--- config.mk ---
export PLATFORM = sky130hd
export DESIGN_NAME = distance_to_color_and_tone
export DESIGN_NICKNAME = d
export VERILOG_FILES = /design/src/design/dtc_pkg.sv /design/src/design/dtc_divider.sv /design/src/design/distance_to_color_and_tone.sv
export SDC_FILE = /design/constraint.sdc
export NUM_CORES = 1
export LEC_CHECK = 0
export BUFFER_PORTS_ARGS = -buffer_cell sky130_fd_sc_hd__buf_2
export CORE_ASPECT_RATIO = 0.75
export CORE_MARGIN = 2
export CORE_UTILIZATION = 40
export CTS_BUF_LIST = sky130_fd_sc_hd__clkbuf_2 sky130_fd_sc_hd__clkbuf_4 sky130_fd_sc_hd__clkbuf_8
export DETAILED_ROUTE_END_ITERATION = 16
export PLACE_DENSITY_LB_ADDON = 0.25
export SYNTH_ARGS = -nofsm -noshare
export SYNTH_HDL_FRONTEND = slang
export SYNTH_SLANG_ARGS = --single-unit
--- constraint.sdc ---
create_clock -name clk -period 10.7 [get_ports clk]
set_input_delay 1.605 -clock clk [delete_from_list [all_inputs] [get_ports clk]]
set_output_delay 1.605 -clock clk [all_outputs]
set_load 0.01 [all_outputs]
--- src/design/dtc_pkg.sv ---
// shared types, constants and functions for distance_to_color_and_tone
// no dependencies
`timescale 1ns / 1ps
`default_nettype none

package dtc_pkg;

    localparam int LEVEL_W = 31;
    localparam int HUE_W   = 8;
    localparam int COLOR_W = 8;
    localparam int TONE_W  = 10;
    localparam int GAIN_W  = 17;
    localparam int LIMIT_W = 9;
    localparam int CFG_W   = 17;
    localparam int INDEX_W = 3;
    localparam int EMA_W   = 49;

    localparam logic [INDEX_W-1:0] REG_NEAR_LIMIT = 3'd0;
    localparam logic [INDEX_W-1:0] REG_FAR_LIMIT  = 3'd1;
    localparam logic [INDEX_W-1:0] REG_HUE_NEAR   = 3'd2;
    localparam logic [INDEX_W-1:0] REG_HUE_FAR    = 3'd3;
    localparam logic [INDEX_W-1:0] REG_GAIN       = 3'd4;

    localparam logic [GAIN_W-1:0]  GAIN_ONE  = 17'd65536;
    localparam logic [LEVEL_W-1:0] LEVEL_MAX = 31'h7FFF_FFFF;

    // divider handshake back to the sequencer
    typedef struct packed {
        logic done;
        logic rem_nonzero;
    } dtc_div_status_t;

    typedef enum logic [11:0] {
        ST_IDLE   = 12'b0000_0000_0001,
        ST_DIST   = 12'b0000_0000_0010,
        ST_EMA    = 12'b0000_0000_0100,
        ST_ROUND  = 12'b0000_0000_1000,
        ST_CMP    = 12'b0000_0001_0000,
        ST_SPAN   = 12'b0000_0010_0000,
        ST_HSTART = 12'b0000_0100_0000,
        ST_HWAIT  = 12'b0000_1000_0000,
        ST_KSTART = 12'b0001_0000_0000,
        ST_KWAIT  = 12'b0010_0000_0000,
        ST_FIN    = 12'b0100_0000_0000,
        ST_LOAD   = 12'b1000_0000_0000
    } dtc_state_t;

    function automatic logic [TONE_W-1:0] note_hz(input logic [2:0] idx);
        logic [TONE_W-1:0] hz;
        unique case (idx)
            3'd0:    hz = 10'd261;
            3'd1:    hz = 10'd294;
            3'd2:    hz = 10'd330;
            3'd3:    hz = 10'd349;
            3'd4:    hz = 10'd392;
            3'd5:    hz = 10'd440;
            3'd6:    hz = 10'd493;
            default: hz = 10'd523;
        endcase
        return hz;
    endfunction

    // hsv to rgb at full saturation and value, returns {r, g, b}
    function automatic logic [3*COLOR_W-1:0] hue_to_rgb(input logic [HUE_W-1:0] hue);
        logic [10:0]        h6;
        logic [2:0]         region;
        logic [COLOR_W-1:0] t;
        logic [COLOR_W-1:0] q;
        logic [3*COLOR_W-1:0] rgb;
        h6     = 11'(hue) * 11'd6;
        region = h6[10:8];
        t      = h6[7:0];
        q      = 8'd255 - t;
        unique case (region)
            3'd0:    rgb = {8'd255, t, 8'd0};
            3'd1:    rgb = {q, 8'd255, 8'd0};
            3'd2:    rgb = {8'd0, 8'd255, t};
            3'd3:    rgb = {8'd0, q, 8'd255};
            3'd4:    rgb = {t, 8'd0, 8'd255};
            default: rgb = {8'd255, 8'd0, q};
        endcase
        return rgb;
    endfunction

endpackage

`default_nettype wire

--- src/design/dtc_divider.sv ---
// restoring divider, one quotient bit per cycle, eight quotient bits
// depends on dtc_pkg
`timescale 1ns / 1ps
`default_nettype none

module dtc_divider
    import dtc_pkg::*;
#(
    parameter int DIVIDEND_W = 33,
    parameter int DIVISOR_W  = 25
) (
    input  wire logic                  clk,
    input  wire logic                  rst_n,
    input  wire logic                  start,
    input  wire logic [DIVIDEND_W-1:0] dividend,
    input  wire logic [DIVISOR_W-1:0]  divisor,
    output logic [HUE_W-1:0]           quotient,
    output dtc_div_status_t            status
);

    logic [DIVIDEND_W-1:0] rem_reg, rem_next;
    logic [DIVIDEND_W-1:0] dsr_reg, dsr_next;
    logic [HUE_W-1:0]      quo_reg, quo_next;
    logic [2:0]            step_reg, step_next;
    logic                  busy_reg, busy_next;
    logic                  done_reg, done_next;
    logic                  fits;

    always_comb
    begin
        rem_next  = rem_reg;
        dsr_next  = dsr_reg;
        quo_next  = quo_reg;
        step_next = step_reg;
        busy_next = busy_reg;
        done_next = 1'b0;
        fits      = rem_reg >= dsr_reg;
        if (start)
        begin
            rem_next  = dividend;
            dsr_next  = DIVIDEND_W'(divisor) << (HUE_W - 1);
            quo_next  = '0;
            step_next = 3'(HUE_W - 1);
            busy_next = 1'b1;
        end
        else if (busy_reg)
        begin
            if (fits)
            begin
                rem_next = rem_reg - dsr_reg;
            end
            quo_next = {quo_reg[HUE_W-2:0], fits};
            dsr_next = dsr_reg >> 1;
            if (step_reg == 3'd0)
            begin
                busy_next = 1'b0;
                done_next = 1'b1;
            end
            else
            begin
                step_next = step_reg - 3'd1;
            end
        end
    end

    always_ff @(posedge clk or negedge rst_n)
    begin
        if (!rst_n)
        begin
            busy_reg <= 1'b0;
            done_reg <= 1'b0;
            step_reg <= '0;
        end
        else
        begin
            busy_reg <= busy_next;
            done_reg <= done_next;
            step_reg <= step_next;
        end
    end

    always_ff @(posedge clk)
    begin
        rem_reg <= rem_next;
        dsr_reg <= dsr_next;
        quo_reg <= quo_next;
    end

    assign quotient           = quo_reg;
    assign status.done        = done_reg;
    assign status.rem_nonzero = rem_reg != '0;

endmodule

`default_nettype wire

--- src/design/distance_to_color_and_tone.sv ---
// top level: echo width to smoothed distance, color and note
// depends on dtc_pkg and dtc_divider
`timescale 1ns / 1ps
`default_nettype none

// usage
//   input channel in_valid/in_ready carries one echo width and a sound enable
//   output channel out_valid/out_ready carries one color, note and level
//   configuration is a plain write port (cfg_write, cfg_index, cfg_data);
//   user must write only while idle (not enforced); unknown indexes ignored
// timing
//   one item is worked at a time by a bit-serial sequencer
//   nonzero echo: serial distance multiply, then serial smoothing multiply
//   (the first reading loads the average instead), then the ratio stage
//   ratio stage: serial span multiply, two serial divisions
//   a zero echo skips the multiplies and goes straight to the compare;
//   an average outside the limits skips straight to the result
// stalls and reset
//   the result sits in an output register; a new item is taken while it
//   waits, and the next result is held back until the old one is taken
//   reset restores the register defaults, clears the average and arms the
//   first-reading load

module distance_to_color_and_tone
    import dtc_pkg::*;
#(
    parameter int WIDTH_BITS = 20,
    parameter int FRAC_BITS  = 16
) (
    input  wire logic                  clk,
    input  wire logic                  rst_n,
    input  wire logic                  cfg_write,
    input  wire logic [INDEX_W-1:0]    cfg_index,
    input  wire logic [CFG_W-1:0]      cfg_data,
    input  wire logic                  in_valid,
    output logic                       in_ready,
    input  wire logic [WIDTH_BITS-1:0] echo_us,
    input  wire logic                  sound_enable,
    output logic                       out_valid,
    input  wire logic                  out_ready,
    output logic [COLOR_W-1:0]         red,
    output logic [COLOR_W-1:0]         green,
    output logic [COLOR_W-1:0]         blue,
    output logic [TONE_W-1:0]          tone_hz,
    output logic                       tone_on,
    output logic [LEVEL_W-1:0]         level_q16
);

    // cm per microsecond times 2^FRAC_BITS, rounded
    localparam int DIST_SCALE = (17 * (1 << FRAC_BITS) + 500) / 1000;
    localparam int SCALE_W    = $clog2(DIST_SCALE + 1);
    localparam int MUL_W      = WIDTH_BITS + SCALE_W;
    localparam int NUM_W      = LIMIT_W + FRAC_BITS;
    localparam int DIV_W      = NUM_W + HUE_W;
    localparam int CNT_W      = $clog2((WIDTH_BITS > GAIN_W) ? WIDTH_BITS : GAIN_W);

    dtc_state_t state_reg, state_next;

    // configuration
    logic [LIMIT_W-1:0] near_reg, far_reg;
    logic [HUE_W-1:0]   hue_near_reg, hue_far_reg;
    logic [GAIN_W-1:0]  gain_reg;

    // smoother state
    logic [LEVEL_W-1:0] avg_reg, avg_next;
    logic               first_reg, first_next;

    // working registers
    logic [WIDTH_BITS-1:0] echo_reg, echo_next;
    logic                  en_reg, en_next;
    logic [CNT_W-1:0]      cnt_reg, cnt_next;
    logic [MUL_W-1:0]      mul_reg, mul_next;
    logic [LEVEL_W-1:0]    dist_reg, dist_next;
    logic [GAIN_W-1:0]     g_reg, g_next;
    logic [GAIN_W-1:0]     h_reg, h_next;
    logic [EMA_W-1:0]      ema_reg, ema_next;
    logic [NUM_W-1:0]      num_reg, num_next;
    logic [NUM_W-1:0]      den_reg, den_next;
    logic [HUE_W-1:0]      span_reg, span_next;
    logic                  up_reg, up_next;
    logic [DIV_W-1:0]      sp_reg, sp_next;
    logic [HUE_W-1:0]      hue_reg, hue_next;
    logic [2:0]            note_reg, note_next;

    // output register
    logic                  ov_reg, ov_next;
    logic [3*COLOR_W-1:0]  rgb_reg, rgb_next;
    logic [TONE_W-1:0]     tone_reg, tone_next;
    logic                  ton_reg, ton_next;
    logic [LEVEL_W-1:0]    lvl_reg, lvl_next;

    // divider hookup
    logic                  div_start;
    logic [DIV_W-1:0]      div_dividend;
    logic [HUE_W-1:0]      div_quo;
    dtc_div_status_t       div_status;

    logic [LEVEL_W-1:0]    near_q, far_q;
    logic [GAIN_W-1:0]     gain_sat;
    logic [EMA_W-1:0]      ema_round;

    assign near_q    = LEVEL_W'(near_reg) << FRAC_BITS;
    assign far_q     = LEVEL_W'(far_reg) << FRAC_BITS;
    assign gain_sat  = (gain_reg > GAIN_ONE) ? GAIN_ONE : gain_reg;
    assign ema_round = ema_reg + EMA_W'(32768);

    assign in_ready  = state_reg == ST_IDLE;
    assign out_valid = ov_reg;
    assign red       = rgb_reg[3*COLOR_W-1:2*COLOR_W];
    assign green     = rgb_reg[2*COLOR_W-1:COLOR_W];
    assign blue      = rgb_reg[COLOR_W-1:0];
    assign tone_hz   = tone_reg;
    assign tone_on   = ton_reg;
    assign level_q16 = lvl_reg;

    assign div_start    = (state_reg == ST_HSTART) || (state_reg == ST_KSTART);
    assign div_dividend = (state_reg == ST_HSTART) ? sp_reg
                                                   : (DIV_W'(num_reg) << 3);

    dtc_divider #(
        .DIVIDEND_W (DIV_W),
        .DIVISOR_W  (NUM_W)
    ) u_div (
        .clk      (clk),
        .rst_n    (rst_n),
        .start    (div_start),
        .dividend (div_dividend),
        .divisor  (den_reg),
        .quotient (div_quo),
        .status   (div_status)
    );

    // sequencer
    always_comb
    begin
        state_next = state_reg;
        avg_next   = avg_reg;
        first_next = first_reg;
        echo_next  = echo_reg;
        en_next    = en_reg;
        cnt_next   = cnt_reg;
        mul_next   = mul_reg;
        dist_next  = dist_reg;
        g_next     = g_reg;
        h_next     = h_reg;
        ema_next   = ema_reg;
        num_next   = num_reg;
        den_next   = den_reg;
        span_next  = span_reg;
        up_next    = up_reg;
        sp_next    = sp_reg;
        hue_next   = hue_reg;
        note_next  = note_reg;
        ov_next    = ov_reg;
        rgb_next   = rgb_reg;
        tone_next  = tone_reg;
        ton_next   = ton_reg;
        lvl_next   = lvl_reg;

        if (ov_reg && out_ready)
        begin
            ov_next = 1'b0;
        end

        unique case (state_reg)
            ST_IDLE:
            begin
                if (in_valid)
                begin
                    echo_next = echo_us;
                    en_next   = sound_enable;
                    mul_next  = '0;
                    cnt_next  = CNT_W'(WIDTH_BITS - 1);
                    state_next = (echo_us == '0) ? ST_CMP : ST_DIST;
                end
            end
            ST_DIST:
            begin
                // msb-first shift-add of echo times scale
                mul_next  = (mul_reg << 1)
                          + (echo_reg[WIDTH_BITS-1] ? MUL_W'(DIST_SCALE) : '0);
                echo_next = echo_reg << 1;
                if (cnt_reg == '0)
                begin
                    if (mul_next > MUL_W'(LEVEL_MAX))
                    begin
                        dist_next = LEVEL_MAX;
                    end
                    else
                    begin
                        dist_next = LEVEL_W'(mul_next);
                    end
                    if (first_reg)
                    begin
                        avg_next   = dist_next;
                        first_next = 1'b0;
                        state_next = ST_CMP;
                    end
                    else
                    begin
                        g_next     = gain_sat;
                        h_next     = GAIN_ONE - gain_sat;
                        ema_next   = '0;
                        cnt_next   = CNT_W'(GAIN_W - 1);
                        state_next = ST_EMA;
                    end
                end
                else
                begin
                    cnt_next = cnt_reg - 1'b1;
                end
            end
            ST_EMA:
            begin
                // both weights walked msb-first together
                ema_next = (ema_reg << 1)
                         + (g_reg[GAIN_W-1] ? EMA_W'(dist_reg) : '0)
                         + (h_reg[GAIN_W-1] ? EMA_W'(avg_reg) : '0);
                g_next = g_reg << 1;
                h_next = h_reg << 1;
                if (cnt_reg == '0)
                begin
                    state_next = ST_ROUND;
                end
                else
                begin
                    cnt_next = cnt_reg - 1'b1;
                end
            end
            ST_ROUND:
            begin
                avg_next   = ema_round[LEVEL_W+15:16];
                state_next = ST_CMP;
            end
            ST_CMP:
            begin
                if (avg_reg <= near_q)
                begin
                    hue_next   = hue_near_reg;
                    note_next  = 3'd0;
                    state_next = ST_FIN;
                end
                else if (avg_reg >= far_q)
                begin
                    hue_next   = hue_far_reg;
                    note_next  = 3'd7;
                    state_next = ST_FIN;
                end
                else
                begin
                    num_next  = NUM_W'(avg_reg - near_q);
                    den_next  = NUM_W'(far_q - near_q);
                    up_next   = hue_far_reg >= hue_near_reg;
                    span_next = (hue_far_reg >= hue_near_reg) ? hue_far_reg - hue_near_reg
                                                              : hue_near_reg - hue_far_reg;
                    sp_next   = '0;
                    cnt_next  = CNT_W'(HUE_W - 1);
                    state_next = ST_SPAN;
                end
            end
            ST_SPAN:
            begin
                sp_next   = (sp_reg << 1) + (span_reg[HUE_W-1] ? DIV_W'(num_reg) : '0);
                span_next = span_reg << 1;
                if (cnt_reg == '0)
                begin
                    state_next = ST_HSTART;
                end
                else
                begin
                    cnt_next = cnt_reg - 1'b1;
                end
            end
            ST_HSTART:
            begin
                state_next = ST_HWAIT;
            end
            ST_HWAIT:
            begin
                if (div_status.done)
                begin
                    hue_next   = up_reg ? hue_near_reg + div_quo : hue_near_reg - div_quo;
                    state_next = ST_KSTART;
                end
            end
            ST_KSTART:
            begin
                state_next = ST_KWAIT;
            end
            ST_KWAIT:
            begin
                // ceiling of 8*num/den, minus one for the table
                if (div_status.done)
                begin
                    note_next  = div_status.rem_nonzero ? div_quo[2:0] : div_quo[2:0] - 3'd1;
                    state_next = ST_FIN;
                end
            end
            ST_FIN:
            begin
                if (!ov_reg || out_ready)
                begin
                    ov_next    = 1'b1;
                    rgb_next   = hue_to_rgb(hue_reg);
                    tone_next  = note_hz(note_reg);
                    ton_next   = en_reg;
                    lvl_next   = avg_reg;
                    state_next = ST_LOAD;
                end
            end
            ST_LOAD:
            begin
                state_next = ST_IDLE;
            end
            default:
            begin
                state_next = ST_IDLE;
            end
        endcase
    end

    always_ff @(posedge clk or negedge rst_n)
    begin
        if (!rst_n)
        begin
            state_reg    <= ST_IDLE;
            avg_reg      <= '0;
            first_reg    <= 1'b1;
            ov_reg       <= 1'b0;
            near_reg     <= 9'd10;
            far_reg      <= 9'd50;
            hue_near_reg <= 8'd0;
            hue_far_reg  <= 8'd220;
            gain_reg     <= 17'd5243;
            cnt_reg      <= '0;
        end
        else
        begin
            state_reg <= state_next;
            avg_reg   <= avg_next;
            first_reg <= first_next;
            ov_reg    <= ov_next;
            cnt_reg   <= cnt_next;
            if (cfg_write)
            begin
                unique case (cfg_index)
                    REG_NEAR_LIMIT: near_reg     <= cfg_data[LIMIT_W-1:0];
                    REG_FAR_LIMIT:  far_reg      <= cfg_data[LIMIT_W-1:0];
                    REG_HUE_NEAR:   hue_near_reg <= cfg_data[HUE_W-1:0];
                    REG_HUE_FAR:    hue_far_reg  <= cfg_data[HUE_W-1:0];
                    REG_GAIN:       gain_reg     <= cfg_data[GAIN_W-1:0];
                    default:        ;
                endcase
            end
        end
    end

    always_ff @(posedge clk)
    begin
        echo_reg <= echo_next;
        en_reg   <= en_next;
        mul_reg  <= mul_next;
        dist_reg <= dist_next;
        g_reg    <= g_next;
        h_reg    <= h_next;
        ema_reg  <= ema_next;
        num_reg  <= num_next;
        den_reg  <= den_next;
        span_reg <= span_next;
        up_reg   <= up_next;
        sp_reg   <= sp_next;
        hue_reg  <= hue_next;
        note_reg <= note_next;
        rgb_reg  <= rgb_next;
        tone_reg <= tone_next;
        ton_reg  <= ton_next;
        lvl_reg  <= lvl_next;
    end

endmodule

`default_nettype wire

==> results.py, run 1 <==
metrics = {
    "timing": {
        "fin_ws_ns": 5.75,
        "slew_violations": 0,
        "setup-violations-final": 0,
        "fin_tns_setup_ns": 0,
        "timing.final.crit_period_ns": 4.95,
        "slew_headroom_pct": 22.0,
        "fin_crit_sh_pct": 46.3,
        "tightest_slew_ns": 1.17,
        "timing.hold.ws_ns": 0.443,
        "fmax_ghz": 0.202,
        "fin_skew_ns": 0.0310,
        "hold_violations": 0,
        "rsz0062_at_grt": "false",
    },
    "grt": {
        "antenna_found_initial": 3,
        "grt_pass1_vias": 20600,
        "overflow": 0,
        "grt_pass1_wl_microns": 118000,
        "grt_max_degree": 101,
        "grt_usage_pct": 20.3,
    },
    "logic_synthesis": {
        "synth_fp_nets": 3057,
        "synth_warnings": 0,
        "syn-instance-count": 2818,
        "avgSynthCellArea_sq_um": 10.2,
        "yosysSeqAreaShare_pct": 49.2,
        "syn_area_sq_um": 28700,
        "ys_ff_latch": 492,
        "async_flop_share_pct": 21.5,
        "synth_ff_type": "edfxtp_1",
        "synth.distinct_cells": 86,
        "synth_enable_flop_cells": 371,
    },
    "min_path": {
        "holdPathStages": 0,
        "hold_path_class": "flip-flop to flip-flop",
    },
    "worst_setup_path": {
        "cp.arrival_ns": 5.37,
        "cp_max_fo": 30,
        "end_kind": "flip-flop",
        "path_class": "flip-flop to flip-flop",
        "required_ns": 11.12,
        "crit_path_start_kind": "flip-flop",
        "rr_worst_depth": 16,
    },
    "job": {
        "cap_violations": 0,
    },
    "floorplan": {
        "die_w_microns": 313,
        "io_pins": 114,
        "initial_utilization_pct": 40.2,
        "fp.dieH_microns": 236,
        "rows": 85,
        "die-area_sq_um": 74000,
        "coreArea_sq_um": 71400,
    },
    "place": {
        "post-place-ws_ns": 5.81,
        "io_buffers": 113,
        "hpwl_microns": 55000,
        "globalplace.congestion": 0.931,
    },
    "layout": {
        "drive_gt1_share_pct": 12.2,
        "largest_reg_flops": 47,
        "layout_commonest_cell": "edfxtp_1",
        "final_nets": 3176,
        "layout-area-overhead-vs-synth_pct": 12.4,
        "multi_input_area_sq_um": 13700,
        "fillers": 6646,
        "seq_area_sq_um": 14100,
        "layout_common_cells": "371 x edfxtp_1, 346 x nand2_1, 269 x nor2_1, 155 x a21oi_1, 154 x inv_1",
        "final_util_pct": 45.2,
    },
    "clock_tree": {
        "clockRootBuffer": "clkbuf_8",
        "cts_max_path_buffers": 3,
        "cts_tree": "done",
        "clk_pin_slew_ns": 0.07,
        "cts-resized-gates": 0,
        "cts_setup_buffers": 0,
        "cts_buffers": 85,
        "cts.sinks": 492,
        "clk_latency_ns": 0.70,
        "cts_hold_buf": 0,
        "htreeDepth": 3,
    },
    "power": {
        "power.density_nw_per_um2": 161,
        "combPwrFrac_pct": 16.4,
        "p_sw_uw": 1480,
        "seq_power_share_pct": 46.0,
        "irDropWorstVdd_uv": 103,
        "clockPowerShare_pct": 37.5,
        "p_sw_share_pct": 28.3,
        "internal_power_uw": 3730,
        "p_leak_uw": 0.0133,
    },
    "routing": {
        "drt-wirelength-per-cell_microns": 19.1,
        "via_per_inst": 5.42,
        "initialDrtViolationCount": 1928,
        "drc": 0,
        "wl_microns": 75600,
        "ant_nets": 0,
        "drt_first_pass_iters": 5,
        "vias": 21500,
    },
    "run_status": {
        "outcome": "finished clean",
    },
}
## final timing paths
kind	startpoint	to	slack, ns
setup / recovery	g_reg[16]	ema_reg[40]	5.75
hold / removal	en_reg	tone_on	0.44
setup reg to reg	g_reg[16]	ema_reg[40]	5.75
hold reg to reg	en_reg	tone_on	0.44
max in group asynchronous	rst_n	hue_far_reg[5]	8.41
min in group asynchronous	rst_n	avg_reg[29]	0.90
## routing by layer
layer | routed length [microns] | share of wire (%) | GRT usage [%] | vias to the layer above
li1 | - | - | - | 10300
met1 | 37500 | 50 | 31.1 | 10500
met2 | 31700 | 42 | 28.8 | 601
met3 | 4770 | 6.3 | 4.40 | 112
met4 | 1620 | 2.1 | 5.41 | 2
met5 | 8 | 0.011 | 0 | -
## Yosys cell counts (9+ instances only)
cell type	number	area [sq um]
a31oi_1	45	282
mux2_2	32	360
clkbuf_1	95	357
dfxtp_1	15	300
o21ai_0	154	771
o21bai_1	16	120
a21o_1	65	488
o21a_1	21	158
a21oi_1	155	776
nand2_1	346	1300
inv_1	154	578
nand3_1	58	290
o211ai_1	29	218
nor3b_1	9	67.6
nor2b_1	33	206
nor2_1	269	1010
and3_1	27	169
dfstp_2	20	526
xnor2_1	99	867
and2_1	101	632
ha_1	153	1910
o31ai_1	16	120
nand4_1	29	181
fa_1	40	801
edfxtp_1	371	11100
dfrtp_1	86	2150
a211oi_1	14	105
nand2b_1	26	163
mux2i_1	27	270
xor2_1	99	867
nor3_1	59	295
nor4_1	21	131
## critical path, cell delays in order, from the launching register on
cell	delay, ns
edfxtp_1	0.97
nand2_1	0.19
fa_1	0.44
inv_1	0.07
ha_1	0.18
inv_1	0.06
fa_1	0.39
nor2b_1	0.20
o2111ai_1	0.20
a211o_1	0.32
and3_1	0.20
o31a_1	0.33
o211ai_1	0.30
a221oi_2	0.22
nor4_1	0.34
xnor2_1	0.17
nor2_1	0.05
## layout make-up
class | count | share of cell area [%]
multi-input cells | 2068 | 42.4
clock buffers | 127 | 5.03
diodes | 1 | 0.00775
repair buffers | 135 | 2.27
clock inverters | 31 | 1.00
inverters | 155 | 1.80
well taps | 957 | 3.71
flip-flops and latches | 492 | 43.7
## power by group through the flow
stage	logic, uW	registers, uW	clock network, uW
after global placement	828	2430	0
after floorplan	629	2390	0
after CTS	860	2400	2000
final	856	2400	1960
after global routing	963	2420	2090
after detailed placement	854	2430	0
## logic make-up (layout without fill, tap and decap cells)
logic type,after synthesis,in the layout,share of synthesized area [%]
buffers and inverters,258,448,3.39
xor gates and xnor gates,198,198,6.04
DFF,492,492,49.2
and+or+nand+nor,1025,1025,16.9
AOI/OAI and AO/OA,593,593,12.9
muxes,59,59,2.20
other,0,1,0
adders and majority gates,193,193,9.45
## through the flow
stage          instances  area, sq um  total power (uW)
2_1_floorplan       2818        28700              3020
3_3_place_gp        3807        30300              3250
3_5_place_dp        3807        30300              3290
4_1_cts             3965        32300              5260
5_1_grt             3966        32300              5470
6_report            3966        32300              5210
Note: power is estimated with default switching activity, not from simulation.
==> run 2, diff against run 1 <==
Clock period 10.7 ns to 4.5 ns, I/O delays scaled along.
==> run 2 against run 1 <==
First-iteration DRC count down 13%. Wire length rose by 0.20%. Setup slack worse by 5.5 ns. Largest power group unchanged.
==> results.py, run 2 (same netlist as run 1, synthesis figures left out) <==
metrics = {
    "run_status": {
        "outcome": "finished clean",
    },
    "clock_tree": {
        "cts_max_path_buffers": 3,
        "htreeDepth": 3,
        "cts_tree": "done",
        "cts.sinks": 492,
        "cts_buffers": 83,
        "clk_latency_ns": 0.70,
        "clk_pin_slew_ns": 0.06,
        "clockRootBuffer": "clkbuf_8",
    },
    "layout": {
        "layout-area-overhead-vs-synth_pct": 13.2,
        "layout_common_cells": "371 x edfxtp_1, 346 x nand2_1, 269 x nor2_1, 155 x a21oi_1, 154 x inv_1",
        "final_nets": 3202,
        "final_util_pct": 45.6,
        "layout.cells.non_filler": 3992,
        "largest_reg_flops": 47,
        "layout_commonest_cell": "edfxtp_1",
        "drive_gt1_share_pct": 13.0,
    },
    "place": {
        "hpwl_microns": 55500,
        "io_buffers": 113,
        "globalplace.congestion": 0.892,
        "placedCellCount": 3833,
    },
    "timing": {
        "slew_violations": 0,
        "hold_violations": 0,
        "fmax_ghz": 0.233,
        "setup-violations-final": 0,
        "timing.final.crit_period_ns": 4.30,
        "fin_skew_ns": 0.0382,
        "fin_crit_sh_pct": 95.6,
        "slew_headroom_pct": 28.8,
        "tightest_slew_ns": 1.06,
    },
    "worst_setup_path": {
        "end_kind": "flip-flop",
        "crit_path_start_kind": "flip-flop",
        "crit_family": "compound AO/OA/AOI/OAI gates",
        "required_ns": 4.91,
        "cp.arrival_ns": 4.72,
        "crit_slowest_cell": "fa_1",
        "cp_cell_sequence": "buf_4 > and2_1 > fa_1 > inv_1 > fa_1 > nor2b_2 > o2111ai_1 > a211o_1 > and3_1 > o31a_1 > o211ai_1 > buf_4 > a221oi_4 > nor4_2 > xnor2_1 > nor2_1",
        "path_class": "flip-flop to flip-flop",
        "path_buf_inv": 3,
        "cp_max_fo": 28,
        "critical-path-max-stage-delay_ns": 0.55,
    },
    "power": {
        "irDropWorstVdd_uv": 217,
        "seq_power_share_pct": 46.5,
        "power.density_nw_per_um2": 378,
        "p_leak_uw": 0.0134,
        "clockPowerShare_pct": 36.7,
        "p_sw_share_pct": 28.5,
        "internal_power_uw": 8780,
        "combPwrFrac_pct": 16.8,
        "p_sw_uw": 3500,
    },
    "grt": {
        "grt_usage_pct": 20.5,
        "grt_pass1_wl_microns": 120000,
        "antenna_found_initial": 3,
        "overflow": 0,
        "grt_max_degree": 100,
        "grt_pass1_vias": 21100,
    },
    "floorplan": {
        "io_pins": 114,
        "die-area_sq_um": 74000,
        "fp.dieH_microns": 236,
        "initial_utilization_pct": 40.2,
        "die_w_microns": 313,
        "coreArea_sq_um": 71400,
        "rows": 85,
    },
    "routing": {
        "via_per_inst": 5.39,
        "initialDrtViolationCount": 1677,
        "drc": 0,
        "drt_first_pass_iters": 5,
        "drt-wirelength-per-cell_microns": 19.0,
        "wl_microns": 75800,
        "vias": 21500,
        "ant_nets": 0,
    },
    "job": {
        "cap_violations": 0,
    },
    "min_path": {
        "hold_path_class": "input port to async pin",
    },
}
[run 2: power groups by stage]
stage	combinational, uW	sequential (uW)	clock [uW]
2_1_floorplan	1500	5690	0
3_3_place_gp	2000	5770	0
3_5_place_dp	2060	5790	0
4_1_cts	2080	5700	4620
5_1_grt	2330	5750	4810
6_report	2070	5700	4500
[run 2: worst paths after layout]
kind | from | to | slack (ns) | cells after the start
hold reg to reg | en_reg | tone_on | 0.42 | 0
min in group clk | sound_enable | en_reg | 0.15 | 1
hold / removal | rst_n | avg_reg[28] | 0.11 | 1
setup reg to reg | g_reg[16] | ema_reg[46] | 0.20 | 16
max in group asynchronous | rst_n | state_reg[0] | 3.42 | 2
setup / recovery | g_reg[16] | ema_reg[46] | 0.20 | 16
[run 2: area by class of cell]
cell class / count / area (sq um)
clock buffers: 117 / 1450
repair buffers: 162 / 1010
well taps: 957 / 1200
clock inverters: 38 / 399
fillers: 6685 / 38800
multi-input cells: 2069 / 13700
flip-flops and latches: 492 / 14100
inverters: 155 / 582
diodes: 2 / 5.00
[run 2: what timing repair did]
action                     CTS  global route
gates resized for setup      0             4
setup endpoints to repair    0             8
hold buffers                 0             0
buffers inserted             0             1
[run 2: per-stage QoR]
step                hold slack (ns)   TNS, ns  cell area [sq um]  setup WS (ns)  power (uW)
global placement              0.403         0              30600          0.202        7770
CTS                          0.0799         0              32500         0.0866       12400
detailed placement            0.405         0              30600          0.116        7850
global route                  0.104  -0.00678              32500       -0.00678       12900
finish                        0.109         0              32500          0.199       12300
floorplan                     0.379         0              28700         0.0857        7180
[run 2: metal layers]
metal | share of wire (%) | wire (microns) | vias to the layer above | global-route usage, %
met3 | 6.1 | 4640 | 103 | 3.67
li1 | - | - | 10300 | -
met5 | 0 | 0 | - | 0
met2 | 43 | 32300 | 608 | 30.2
met4 | 2.0 | 1540 | 0 | 5.15
met1 | 49 | 37300 | 10500 | 31.0
